### src/hw/rtl/bbe_pkg.sv
// ----------------------------------------------------------------------------
// bbe_pkg
// Shared types and constants for the B-spline basis evaluator.
// ----------------------------------------------------------------------------
package bbe_pkg;

    localparam int MAX_ORDER_DEF  = 16;
    localparam int KNOT_DEPTH_DEF = 64;
    localparam int ADDR_EXT_W     = 11;

    localparam logic [30:0] Q30_ONE    = 31'h4000_0000;
    localparam logic [4:0]  TARGET_RST = 5'd4;

    localparam logic ACT_KNOT = 1'b0;
    localparam logic ACT_EVAL = 1'b1;

    localparam logic [1:0] ERR_NONE     = 2'd0;
    localparam logic [1:0] ERR_INDEX    = 2'd1;
    localparam logic [1:0] ERR_ZERO_DEN = 2'd2;
    localparam logic [1:0] ERR_ORDER    = 2'd3;

    typedef struct packed {
        logic               action;
        logic [5:0]         knot_address;
        logic signed [31:0] knot_value;
        logic signed [31:0] position;
        logic [5:0]         interval_index;
        logic               restart;
    } bbe_in_t;

    typedef struct packed {
        logic [30:0] basis_value;
        logic [3:0]  basis_number;
        logic        last;
        logic [1:0]  error;
    } bbe_out_t;

    typedef struct packed {
        logic       knot_wr;
        logic       eval_start;
        logic       rd_right;
        logic       cap_dr;
        logic       cap_dl;
        logic       clr_i;
        logic       inc_i;
        logic       commit;
        logic       mul;
        logic       prep;
        logic       div_step;
        logic       upd;
        logic       fin;
        logic       clr_k;
        logic       emit_load;
        logic       err_load;
        logic [1:0] err_code;
    } bbe_cmd_t;

    typedef struct packed {
        logic [3:0] degree;
        logic       order_err;
        logic       index_err;
        logic       chk_zero;
        logic       i_last;
        logic       div_done;
        logic       k_last;
    } bbe_stat_t;

endpackage

### src/hw/rtl/bbe_ctrl.sv
// ----------------------------------------------------------------------------
// bbe_ctrl
// Sequencer for knot loads, order raising, result delivery and the register.
// ----------------------------------------------------------------------------
module bbe_ctrl
    import bbe_pkg::*;
(
    input  logic      clk,
    input  logic      rst_n,
    input  logic      cmd_valid,
    output logic      cmd_stall,
    input  bbe_in_t   item,
    output logic      rsp_valid,
    input  logic      rsp_stall,
    input  logic      cfg_we,
    input  logic [4:0] cfg_wdata,
    input  bbe_stat_t stat,
    output bbe_cmd_t  cmd
);

    typedef enum logic [11:0] {
        S_IDLE  = 12'b000000000001,
        S_START = 12'b000000000010,
        S_RD_R  = 12'b000000000100,
        S_RD_L  = 12'b000000001000,
        S_CHK   = 12'b000000010000,
        S_COMM  = 12'b000000100000,
        S_MUL   = 12'b000001000000,
        S_PREP  = 12'b000010000000,
        S_DIV   = 12'b000100000000,
        S_UPD   = 12'b001000000000,
        S_FIN   = 12'b010000000000,
        S_OUT   = 12'b100000000000
    } state_t;

    state_t     state_reg, state_next;
    logic [4:0] target_reg;
    logic       raise_reg, raise_next;
    logic       valid_reg, valid_next;
    logic       err_reg, err_next;
    logic [1:0] code_reg, code_next;
    logic [4:0] tgt_eff;
    logic       out_free;
    logic       accept;

    assign cmd_stall = (state_reg != S_IDLE);
    assign rsp_valid = valid_reg;
    assign accept    = cmd_valid && !cmd_stall;
    assign out_free  = !valid_reg || !rsp_stall;
    assign tgt_eff   = (target_reg == 5'd0) ? 5'd1 : target_reg;

    always_comb
    begin
        state_next = state_reg;
        raise_next = raise_reg;
        err_next   = err_reg;
        code_next  = code_reg;
        cmd        = '0;
        cmd.err_code = code_reg;
        unique case (state_reg)
            S_IDLE:
            begin
                if (accept)
                begin
                    if (item.action == ACT_EVAL)
                    begin
                        cmd.eval_start = 1'b1;
                        raise_next     = !item.restart;
                        state_next     = S_START;
                    end
                    else
                        cmd.knot_wr = 1'b1;
                end
            end
            S_START:
            begin
                cmd.clr_k = 1'b1;
                if (raise_reg || (({1'b0, stat.degree} + 5'd1) < tgt_eff))
                begin
                    if (stat.order_err)
                    begin
                        err_next   = 1'b1;
                        code_next  = ERR_ORDER;
                        state_next = S_OUT;
                    end
                    else if (stat.index_err)
                    begin
                        err_next   = 1'b1;
                        code_next  = ERR_INDEX;
                        state_next = S_OUT;
                    end
                    else
                    begin
                        cmd.rd_right = 1'b1;
                        state_next   = S_RD_R;
                    end
                end
                else
                begin
                    err_next   = 1'b0;
                    state_next = S_OUT;
                end
            end
            S_RD_R:
            begin
                cmd.cap_dr = 1'b1;
                state_next = S_RD_L;
            end
            S_RD_L:
            begin
                cmd.cap_dl = 1'b1;
                cmd.clr_i  = 1'b1;
                state_next = S_CHK;
            end
            S_CHK:
            begin
                if (stat.chk_zero)
                begin
                    err_next   = 1'b1;
                    code_next  = ERR_ZERO_DEN;
                    state_next = S_OUT;
                end
                else if (stat.i_last)
                    state_next = S_COMM;
                else
                    cmd.inc_i = 1'b1;
            end
            S_COMM:
            begin
                cmd.commit = 1'b1;
                cmd.clr_i  = 1'b1;
                state_next = S_MUL;
            end
            S_MUL:
            begin
                cmd.mul    = 1'b1;
                state_next = S_PREP;
            end
            S_PREP:
            begin
                cmd.prep   = 1'b1;
                state_next = S_DIV;
            end
            S_DIV:
            begin
                cmd.div_step = 1'b1;
                if (stat.div_done)
                    state_next = S_UPD;
            end
            S_UPD:
            begin
                cmd.upd = 1'b1;
                if (stat.i_last)
                    state_next = S_FIN;
                else
                begin
                    cmd.inc_i  = 1'b1;
                    state_next = S_MUL;
                end
            end
            S_FIN:
            begin
                cmd.fin    = 1'b1;
                raise_next = 1'b0;
                state_next = S_START;
            end
            S_OUT:
            begin
                if (out_free)
                begin
                    if (err_reg)
                    begin
                        cmd.err_load = 1'b1;
                        state_next   = S_IDLE;
                    end
                    else
                    begin
                        cmd.emit_load = 1'b1;
                        if (stat.k_last)
                            state_next = S_IDLE;
                    end
                end
            end
            default:
                state_next = S_IDLE;
        endcase
    end

    always_comb
    begin
        if (cmd.emit_load || cmd.err_load)
            valid_next = 1'b1;
        else if (out_free)
            valid_next = 1'b0;
        else
            valid_next = valid_reg;
    end

    always_ff @(posedge clk or negedge rst_n)
    begin
        if (!rst_n)
        begin
            state_reg  <= S_IDLE;
            target_reg <= TARGET_RST;
            raise_reg  <= 1'b0;
            valid_reg  <= 1'b0;
            err_reg    <= 1'b0;
            code_reg   <= ERR_NONE;
        end
        else
        begin
            state_reg <= state_next;
            raise_reg <= raise_next;
            valid_reg <= valid_next;
            err_reg   <= err_next;
            code_reg  <= code_next;
            if (cfg_we)
                target_reg <= cfg_wdata;
        end
    end

endmodule

### config.mk
export PLATFORM = sky130hd
export DESIGN_NAME = bbe_ctrl
export DESIGN_NICKNAME = d
export VERILOG_FILES = /design/src/hw/rtl/bbe_pkg.sv /design/src/hw/rtl/bbe_ctrl.sv
export SDC_FILE = /design/constraint.sdc
export NUM_CORES = 1
export LEC_CHECK = 0
export BUFFER_PORTS_ARGS = -buffer_cell sky130_fd_sc_hd__buf_2
export CAP_MARGIN = 15
export CORE_UTILIZATION = 41
export CTS_BUF_LIST = sky130_fd_sc_hd__clkbuf_16
export DETAILED_ROUTE_END_ITERATION = 10
export GPL_ROUTABILITY_DRIVEN = 0
export PLACE_DENSITY = 0.95
export SLEW_MARGIN = 20
export SYNTH_ARGS = -nofsm -noshare
export SYNTH_HDL_FRONTEND = slang
export SYNTH_SLANG_ARGS = --single-unit
### constraint.sdc
create_clock -name clk -period 6.13 [get_ports clk]
set_input_delay 1.226 -clock clk [delete_from_list [all_inputs] [get_ports clk]]
set_output_delay 1.226 -clock clk [all_outputs]
set_load 0.005 [all_outputs]
==> summary.md, run 1 <==
| Metric | Value |
|---|---|
| Crit path cell chain | buf_2 > ha_1 > and3_1 > ha_1 > a211oi_1 > a221oi_1 > nor2_1 > buf_2 |
| Min-delay worst type | reg -> reg |
| CP Launch Type | primary input |
| Largest net degree at the start of global routing | 23 |
| Highest clock rate | 234 MHz |
| WL per Instance | 13.8 microns |
| Worst-path clk slew | 0.06 ns |
| First-pass GRT wire length | 5130 microns |
| Critical Path AT | 3.05 ns |
| Layout Cell Area excl Fill | 1680 sq um |
| CTS buffer count | 3 |
| R2R depth | 5 |
| Clk_skew | 0.00197 ns |
| Peak ir drop on the vdd network | 0.000130 V |
| Placed Area | 1610 sq um |
| Final hold vios | 0 |
| # IOs | 118 |
| Syn_area_per_cell | 9.51 sq um |
| Sw frac | 31.9% |
| # fillers | 301 |
| Status | finished clean |
| Number of global-route vias before repair | 1176 |
| Switch Pwr | 0.152 mW |
| Core box area | 3100 sq um |
| Ratio of cells with drive above 1 in the final layout | 30.3% |
| Initial Util | 44.1% |
| Chip Width | 59.8 microns |
| Most frequent cells in the layout | 41 x buf_2, 20 x dfrtp_1, 12 x nor2_1 |
| Hold Path Stages | 1 |
| Reg-to-reg endpoint | state_reg[0] |
| Setup Crit Path Kind | in -> out |
| Hold Path Origin | target_reg[0] |
| P&R area growth vs syn | 23.0% |
| Total global routing overflow | 0 |
| CP Data Required Time | 4.90 ns |
| Total routed wirelength | 3160 microns |
| Die area | 3570 sq um |
| CTS tree | yes |
| Cell row count | 20 |
| Period minus WS final | 4.28 ns |
| Crit path max fanout | 4 |
| Via density | 5.51 |
| Buf+Inv Stages, Crit Path | 2 |
| Normalized max-slew margin | 56.4% |
| Pwr Density | 283 nW/um^2 |
| Seq/Total Area, Yosys | 40.4% |
| Crit path capture type | output pin |
| Post-Syn Area | 1370 sq um |
| Pwr Total | 0.477 mW |
| Post-route ant nets | 0 |
| Clock network fraction of design power | 29.0% |
| Post-CTS Setup Inserts | 0 |
| Iteration-0 DRC Markers | 70 |
| Commonest non-fill, non-tap cell in the layout | buf_2 |
| Cell variety after synth | 45 |
| Worst-margin pin slew | 0.654 ns |
| Yosys reg bits | 22 |
| Post-DP HPWL | 2490 microns |
| Port bufs | 41 |
| Ant diodes | 0 |
| DRC Markers | 0 |
| Tcrit/Tclk final | 69.8% |
| Post-CTS Hold Fix Bufs | 0 |
| Die height | 59.8 microns |
| CP delay by family, top | compound AO/OA/AOI/OAI gates |
| Synth Net Count | 247 |
| Later-pin clock latency in the skew report | 0.25 ns |
| Gate Count Post-Synth | 144 |
| Combinational Power Share | 31.7% |
| Tot GR Track Use | 19.5% |
| DR vias | 1262 |
| Clock Path Buffers | 2 |
| Setup violations, final | 0 |
| WHS Endpoint | target_reg[0] |
| Post-cts resize count | 0 |
| Reg2reg setup slack | 4.02 ns |
| TritonCTS Sinks | 22 |
| Setup TNS | 0 ns |
| 1st-pass router iterations | 6 |
| Unrepaired setup endpoints after global routing | no |
| H-tree depth | 1 |
| Critical Path Max Stage Delay | 0.61 ns |
| Max reg flops | 12 |
| Flop pwr share | 39.3% |
| Leak | 0.897 nW |
| Antenna violations before repair | 0 |
| Synth Warn # | 0 |
| Int Pwr | 0.325 mW |
| Nets | 289 |
| Max-Cap Viols | 0 |
| Slowest stage cell, crit path | a221oi_1 |
| Clock Root Buffer | clkbuf_16 |
| Max-slew violation count | 0 |
| R2R Path Start | state_reg[3] |
metal layers:
metal	global-route usage, %	wire [microns]	vias up
met3	1.30	136	5
met1	25.3	1420	597
li1	-	-	611
met4	9.97	64	0
met2	32.7	1540	49
met5	0	0	-
worst max path at each step:
| stage | start | to | slack (ns) | cells after the start |
|---|---|---|---|---|
| after floorplan | stat[6] | cmd[15] | 2.34 | 6 |
| after global placement | stat[6] | cmd[15] | 1.90 | 8 |
| after detailed placement | stat[6] | cmd[15] | 1.86 | 8 |
| after CTS | stat[6] | cmd[15] | 1.82 | 9 |
| after global routing | stat[6] | cmd[15] | 1.66 | 9 |
| final | stat[6] | cmd[15] | 1.85 | 8 |
Yosys cell counts, drive strengths merged:
cell type	count	area, sq um
dfrtp	20	500
nor2	12	45.0
nand2	10	37.5
inv	8	30.0
o21ai	8	40.0
nand3	7	35.0
and3	6	37.5
nor3	6	30.0
ha	5	62.6
nor3b	5	47.5
xor2	5	43.8
and2	4	25.0
and4b	4	40.0
or4	4	41.3
a21oi	3	15.0
nor4	3	18.8
o21bai	3	22.5
buf	2	16.3
clkbuf	2	7.51
dfstp	2	52.6
nand2b	2	12.5
nand4b	2	17.5
nor4b	2	32.5
xnor2	2	17.5
a211oi	1	7.51
a21o	1	7.51
a221oi	1	8.76
a22oi	1	7.51
a2bb2oi	1	8.76
a31o	1	8.76
a31oi	1	6.26
and2b	1	7.51
and4	1	8.76
mux2	1	11.3
mux2i	1	10.0
o2111ai	1	8.76
o211ai	1	7.51
o41ai	1	8.76
or2	1	6.26
or3	1	6.26
or4b	1	10.0
power groups by stage:
stage          combinational, mW  sequential (mW)  clock [mW]
6_report                   0.151            0.188       0.138
5_1_grt                    0.168            0.190       0.146
4_1_cts                    0.152            0.188       0.140
3_5_place_dp               0.151            0.190           0
3_3_place_gp               0.145            0.189           0
2_1_floorplan              0.102            0.187           0
stage by stage:
stage,setup slack [ns],cells,hold WS [ns],util [%]
after global placement,1.90,225,0.505,51.7
final,1.85,229,0.521,54.3
after CTS,1.82,229,0.520,54.3
after detailed placement,1.86,225,0.506,51.7
after global routing,1.66,229,0.537,54.3
after floorplan,2.34,144,0.481,-
kinds of logic (layout without fill, tap and decap cells):
logic type	count (synthesis)	after routing	share of synthesized area, %
AND/OR/NAND/NOR	72	72	33.5
AO/OA/AOI/OAI	24	24	11.5
flip-flops	22	22	40.4
buffers and inverters	12	53	3.93
XOR/XNOR	7	7	4.48
adder cells (fa/ha/maj)	5	5	4.57
multiplexers	2	2	1.55
worst register-to-register path: cells and delay by family (launching register included):
family / cells / cell delay [ns]
DFF: 1 / 0.45
and+or+nand+nor: 3 / 1.04
AOI/OAI and AO/OA: 2 / 0.53
area by class of cell:
type	count	area [sq um]	share of cell area, %
Timing Repair Buffer	41	205	12.2
Sequential cell	22	553	32.8
Tap cell	44	55.1	3.27
Inverter	8	30.0	1.78
Clock buffer	3	75.1	4.46
Multi-Input combinational cell	110	762	45.2
Clock inverter	1	3.75	0.223
Note: power is estimated with default switching activity, not from simulation.
==> inputs of run 2 (changes only) <==
Settings changed: ABC_AREA from default to 1, CORE_UTILIZATION 41 to 39, PLACE_DENSITY 0.95 to 0.9.
Clock period 6.13 ns to 4.4 ns, I/O delays scaled along.
==> summary.md, run 2 <==
| Metric | Value |
|---|---|
| Status | finished clean |
| Initial Util | 42.5% |
| Synth Net Count | 318 |
| Largest net degree at the start of global routing | 23 |
| Int Pwr | 0.483 mW |
| Unrepaired setup endpoints after global routing | no |
| Iteration-0 DRC Markers | 92 |
| DR vias | 1435 |
| Final hold vios | 0 |
| H-tree depth | 1 |
| Gate Count Post-Synth | 215 |
| P&R area growth vs syn | 22.9% |
| TritonCTS Sinks | 22 |
| Clock Path Buffers | 2 |
| Clock network fraction of design power | 24.4% |
| Worst-path clk slew | 0.06 ns |
| Worst-margin pin slew | 0.499 ns |
| Post-CTS Hold Fix Bufs | 0 |
| Cell row count | 21 |
| Post-synth EDFFs | 0 |
| First-pass GRT wire length | 5610 microns |
| Async SR Flop Fraction | 100% |
| Ant diodes | 0 |
| Post-Syn Area | 1480 sq um |
| Leak | 1.14 nW |
| Most frequent cell after synthesis | nand2_1 |
| Antenna violations before repair | 0 |
| Leading area contributor after synthesis | dfrtp_1 |
| Critical Path AT | 2.29 ns |
| Number of global-route vias before repair | 1301 |
| Ratio of cells with drive above 1 in the final layout | 24.7% |
| Highest clock rate | 316 MHz |
| CTS tree | yes |
| CTS buffer count | 3 |
| CP Launch Type | primary input |
| Flop pwr share | 34.2% |
| Top FF cell, synth | dfrtp_1 |
| Max-slew violation count | 0 |
| # IOs | 118 |
| Crit path capture type | output pin |
| Post-DP HPWL | 2620 microns |
| Commonest non-fill, non-tap cell in the layout | nand2_1 |
| Die area | 4030 sq um |
| Seq/Total Area, Yosys | 37.5% |
| Setup TNS | 0 ns |
| Max reg flops | 12 |
| Synth Warn # | 0 |
| Crit path max fanout | 4 |
| Pwr Density | 435 nW/um^2 |
| Tot GR Track Use | 17.7% |
| Cell variety after synth | 23 |
| Clk_skew | 0.00461 ns |
| Post-cts resize count | 0 |
| WL per Instance | 10.7 microns |
| DRC Markers | 0 |
| Synth cell count leaders | 62 x nand2_1, 43 x inv_1, 21 x nor2_1 |
| Setup Crit Path Kind | in -> out |
| Combinational Power Share | 41.4% |
| Setup violations, final | 0 |
| Normalized max-slew margin | 66.7% |
| Tcrit/Tclk final | 72.0% |
| 1st-pass router iterations | 4 |
| Clock Root Buffer | clkbuf_16 |
| Via density | 4.70 |
| Yosys reg bits | 22 |
| Syn_area_per_cell | 6.86 sq um |
| Pwr Total | 0.789 mW |
| Post-CTS Setup Inserts | 0 |
| Peak ir drop on the vdd network | 0.000269 V |
| Later-pin clock latency in the skew report | 0.26 ns |
| Sw frac | 38.7% |
| Final hold slack | 0.469 ns |
| CP Data Required Time | 3.52 ns |
| Chip Width | 63.5 microns |
| Reg2reg setup slack | 2.78 ns |
| Period minus WS final | 3.17 ns |
| Post-route ant nets | 0 |
| Yosys top cell area share | 33.9% |
| Max-Cap Viols | 0 |
| Nets | 363 |
| Total routed wirelength | 3250 microns |
| Core box area | 3470 sq um |
| Min-delay worst type | reg -> reg |
| Die height | 63.5 microns |
| Top cells by area, synth | dfrtp_1 34%, nand2_1 16%, inv_1 11%, nor2_1 5.3%, nand3_1 4.7% |
| Port bufs | 41 |
| Most frequent cells in the layout | 62 x nand2_1, 43 x inv_1, 41 x buf_2 |
| Switch Pwr | 0.305 mW |
| Total global routing overflow | 0 |
==> run 2: cell count changes in the layout (fill, tap and decap cells not counted), sizes merged, moves of 3 or more <==
cell    before  now
nand4        0    3
and2         4    0
xor2         5    2
nand3        7   14
nor2        12   29
or4          4    0
and3         6    0
nor3b        5    1
inv          8   44
o21bai       3    0
nand2       10   69
and4b        4    0
==> run 2: worst max-delay path, cell delays in order <==
cell and delay [ns]:
buf_2 0.12, ha_1 0.21, xor2_1 0.15, ha_1 0.30, a21oi_1 0.15, o21a_1 0.12
nand2_1 0.09, a21oi_1 0.14, buf_2 0.13
==> run 2: power by group through the flow <==
stage | clock, mW | combinational [mW] | sequential [mW]
2_1_floorplan | 0 | 0.232 | 0.270
3_3_place_gp | 0 | 0.311 | 0.271
3_5_place_dp | 0 | 0.324 | 0.273
4_1_cts | 0.196 | 0.327 | 0.270
5_1_grt | 0.207 | 0.367 | 0.273
6_report | 0.193 | 0.326 | 0.269
==> run 2: kinds of logic after synthesis <==
| group | count (synthesis) | synth area share (%) |
|---|---|---|
| AND/OR/NAND/NOR | 126 | 39.6 |
| buffers and inverters | 45 | 11.4 |
| flip-flops | 22 | 37.5 |
| AO/OA/AOI/OAI | 15 | 6.02 |
| adder cells (fa/ha/maj) | 5 | 4.24 |
| XOR/XNOR | 2 | 1.19 |
==> run 2: area by class of cell <==
class                      count  area (sq um)
fill                         347          1660
multi-input combinational    148           753
sequential                    22           553
timing repair buffer          41           205
inverter                      44           165
clock buffer                   3          75.1
tap                           46          57.6
clock inverter                 1          3.75
==> run 2: worst paths after layout <==
check                           depth (start not counted)     startpoint            to
worst max-delay path                                    9        stat[6]       cmd[15]
worst min-delay path                                    2    code_reg[0]   code_reg[0]
worst max register to register                          9  target_reg[2]   code_reg[0]
worst min register to register                          2    code_reg[0]   code_reg[0]
max in group asynchronous                               1          rst_n  state_reg[0]
min in group asynchronous                               1          rst_n  state_reg[7]
==> run 2: stage by stage <==
stage	setup slack (ns)	util (%)	instance area [sq um]	std cells
floorplan	1.54	-	1480	215
global placement	1.23	50.0	1730	301
detailed placement	1.25	50.0	1730	301
CTS	1.23	52.3	1810	305
global route	1.13	52.3	1810	305
finish	1.23	52.3	1810	305
==> run 2: per-layer routing <==
metal | global-route usage [%] | routed length, microns | up-vias | share of wire, %
li1 | - | - | 752 | -
met1 | 23.0 | 1510 | 628 | 46
met2 | 29.4 | 1520 | 53 | 47
met3 | 3.80 | 200 | 2 | 6.2
met4 | 4.83 | 19 | 0 | 0.58
met5 | 0 | 0 | - | 0
==> inputs of run 3 (changes only) <==
Settings changed: CORE_UTILIZATION 39 to 35, PLACE_DENSITY 0.9 to 0.86.
Clock period 4.4 ns to 2.9 ns, I/O delays scaled along.
==> summary.md, run 3 (same netlist as run 2, synthesis figures left out) <==
| Metric | Value |
|---|---|
| Setup TNS | 0 ns |
| First-pass GRT wire length | 5380 microns |
| Number of global-route vias before repair | 1267 |
| Layout Cell Area excl Fill | 1820 sq um |
| Ratio of cells with drive above 1 in the final layout | 24.7% |
| Setup slack at placement | 0.309 ns |
| Antenna violations before repair | 0 |
| Most frequent cells in the layout | 62 x nand2_1, 43 x inv_1, 41 x buf_2 |
| 1st-pass router iterations | 4 |
| DR vias | 1423 |
| Final hold vios | 0 |
| Total global routing overflow | 0 |
| R2R depth | 9 |
| # IOs | 118 |
| Total routed wirelength | 3270 microns |
| Crit path cell chain | buf_2 > ha_1 > xor2_1 > ha_1 > a21oi_1 > o21a_1 > nand2_1 > a21oi_1 > buf_2 |
| Chip Width | 66.9 microns |
| R2R Path Start | target_reg[2] |
| Nets | 363 |
| Max-Cap Viols | 0 |
| Cell row count | 23 |
| Period minus WS final | 2.57 ns |
| CP Data Required Time | 2.32 ns |
| Critical Path AT | 1.99 ns |
| Pwr Density | 655 nW/um^2 |
| Unrepaired setup endpoints after global routing | no |
| Post-CTS Setup Inserts | 0 |
| Crit path capture type | output pin |
| Tot GR Track Use | 16.4% |
| Normalized max-slew margin | 66.9% |
| Later-pin clock latency in the skew report | 0.25 ns |
| Via density | 4.61 |
| Setup crit start | stat[6] |
| H-tree depth | 1 |
| Placed insts | 305 |
| P&R area growth vs syn | 23.2% |
| Worst Setup Slack, final | 0.333 ns |
| Reg2reg setup slack | 1.27 ns |
| Iteration-0 DRC Markers | 65 |
| Tcrit/Tclk final | 88.5% |
| Max-slew violation count | 0 |
| Crit path max fanout | 4 |
| Crit path to | cmd[15] |
| Worst-margin pin slew | 0.496 ns |
| Ant diodes | 0 |
| Placed Area | 1740 sq um |
| Clock Root Buffer | clkbuf_16 |
| Initial Util | 36.6% |
| Worst-path clk slew | 0.06 ns |
| Clk_skew | 0.00260 ns |
| Setup violations, final | 0 |
| Status | finished clean |
| Min-delay worst type | in -> async |
| WL per Instance | 10.6 microns |
| CP Launch Type | primary input |
| Highest clock rate | 390 MHz |
| Max reg flops | 12 |
| Peak ir drop on the vdd network | 0.000368 V |
| DRC Markers | 0 |
| Slowest stage cell, crit path | ha_1 |
| Post-route ant nets | 0 |
| Leak | 1.14 nW |
| Core box area | 4030 sq um |
| Post-cts resize count | 0 |
| Die height | 66.9 microns |
| Post-CTS Hold Fix Bufs | 0 |
| Non-filler cells in the finished layout | 309 |
| Clock Path Buffers | 2 |
| Die area | 4480 sq um |
| CTS buffer count | 3 |
| Critical Path Max Stage Delay | 0.31 ns |
| Largest net degree at the start of global routing | 23 |
| Setup Crit Path Kind | in -> out |
| Commonest non-fill, non-tap cell in the layout | nand2_1 |
| CTS tree | yes |
| Port bufs | 41 |
| Reg-to-reg endpoint | code_reg[0] |
| TritonCTS Sinks | 22 |
| Post-DP HPWL | 2660 microns |
-- run 3: how the worst min path moves through the flow --
stage / start / endpoint / slack, ns / cells past startpoint
floorplan: rst_n / code_reg[0] / 0.28 / 0
global placement: code_reg[1] / code_reg[1] / 0.45 / 2
detailed placement: code_reg[1] / code_reg[1] / 0.47 / 2
CTS: rst_n / rsp_valid / 0.31 / 1
global route: rst_n / rsp_valid / 0.32 / 1
finish: rst_n / rsp_valid / 0.29 / 1
-- run 3: area by class of cell --
class,count,area [sq um]
Fill cell,431,2210
Timing Repair Buffer,41,205
Clock inverter,1,3.75
Tap cell,50,62.6
Sequential cell,22,553
Inverter,44,165
Clock buffer,3,75.1
Multi-Input combinational cell,148,753
-- run 3: power by group --
group	switching, mW	internal [mW]	total, mW
logic	0.312	0.178	0.489
clock network	0.106	0.184	0.290
registers	0.0407	0.372	0.413
-- run 3: metal layers --
| layer | wire length, microns | track usage [%] | vias up |
|---|---|---|---|
| li1 | - | - | 748 |
| met1 | 1550 | 19.2 | 628 |
| met2 | 1480 | 28.8 | 43 |
| met3 | 201 | 3.94 | 4 |
| met4 | 37 | 5.59 | 0 |
| met5 | 0 | 0 | - |
-- run 3: through the flow --
| stage | hold WS (ns) | utilization (%) | total power [mW] |
|---|---|---|---|
| after floorplan | 0.284 | - | 0.761 |
| after global placement | 0.453 | 43.2 | 0.885 |
| after detailed placement | 0.469 | 43.2 | 0.906 |
| after CTS | 0.306 | 45.1 | 1.20 |
| after global routing | 0.321 | 45.1 | 1.29 |
| final | 0.285 | 45.1 | 1.19 |
-- run 3: critical path: cells and delay by family --
family	cells	cell delay [ns]
fa+ha+maj	2	0.52
compound gates	3	0.40
buf+inv	2	0.25
xor+xnor	1	0.15
simple gates	1	0.09
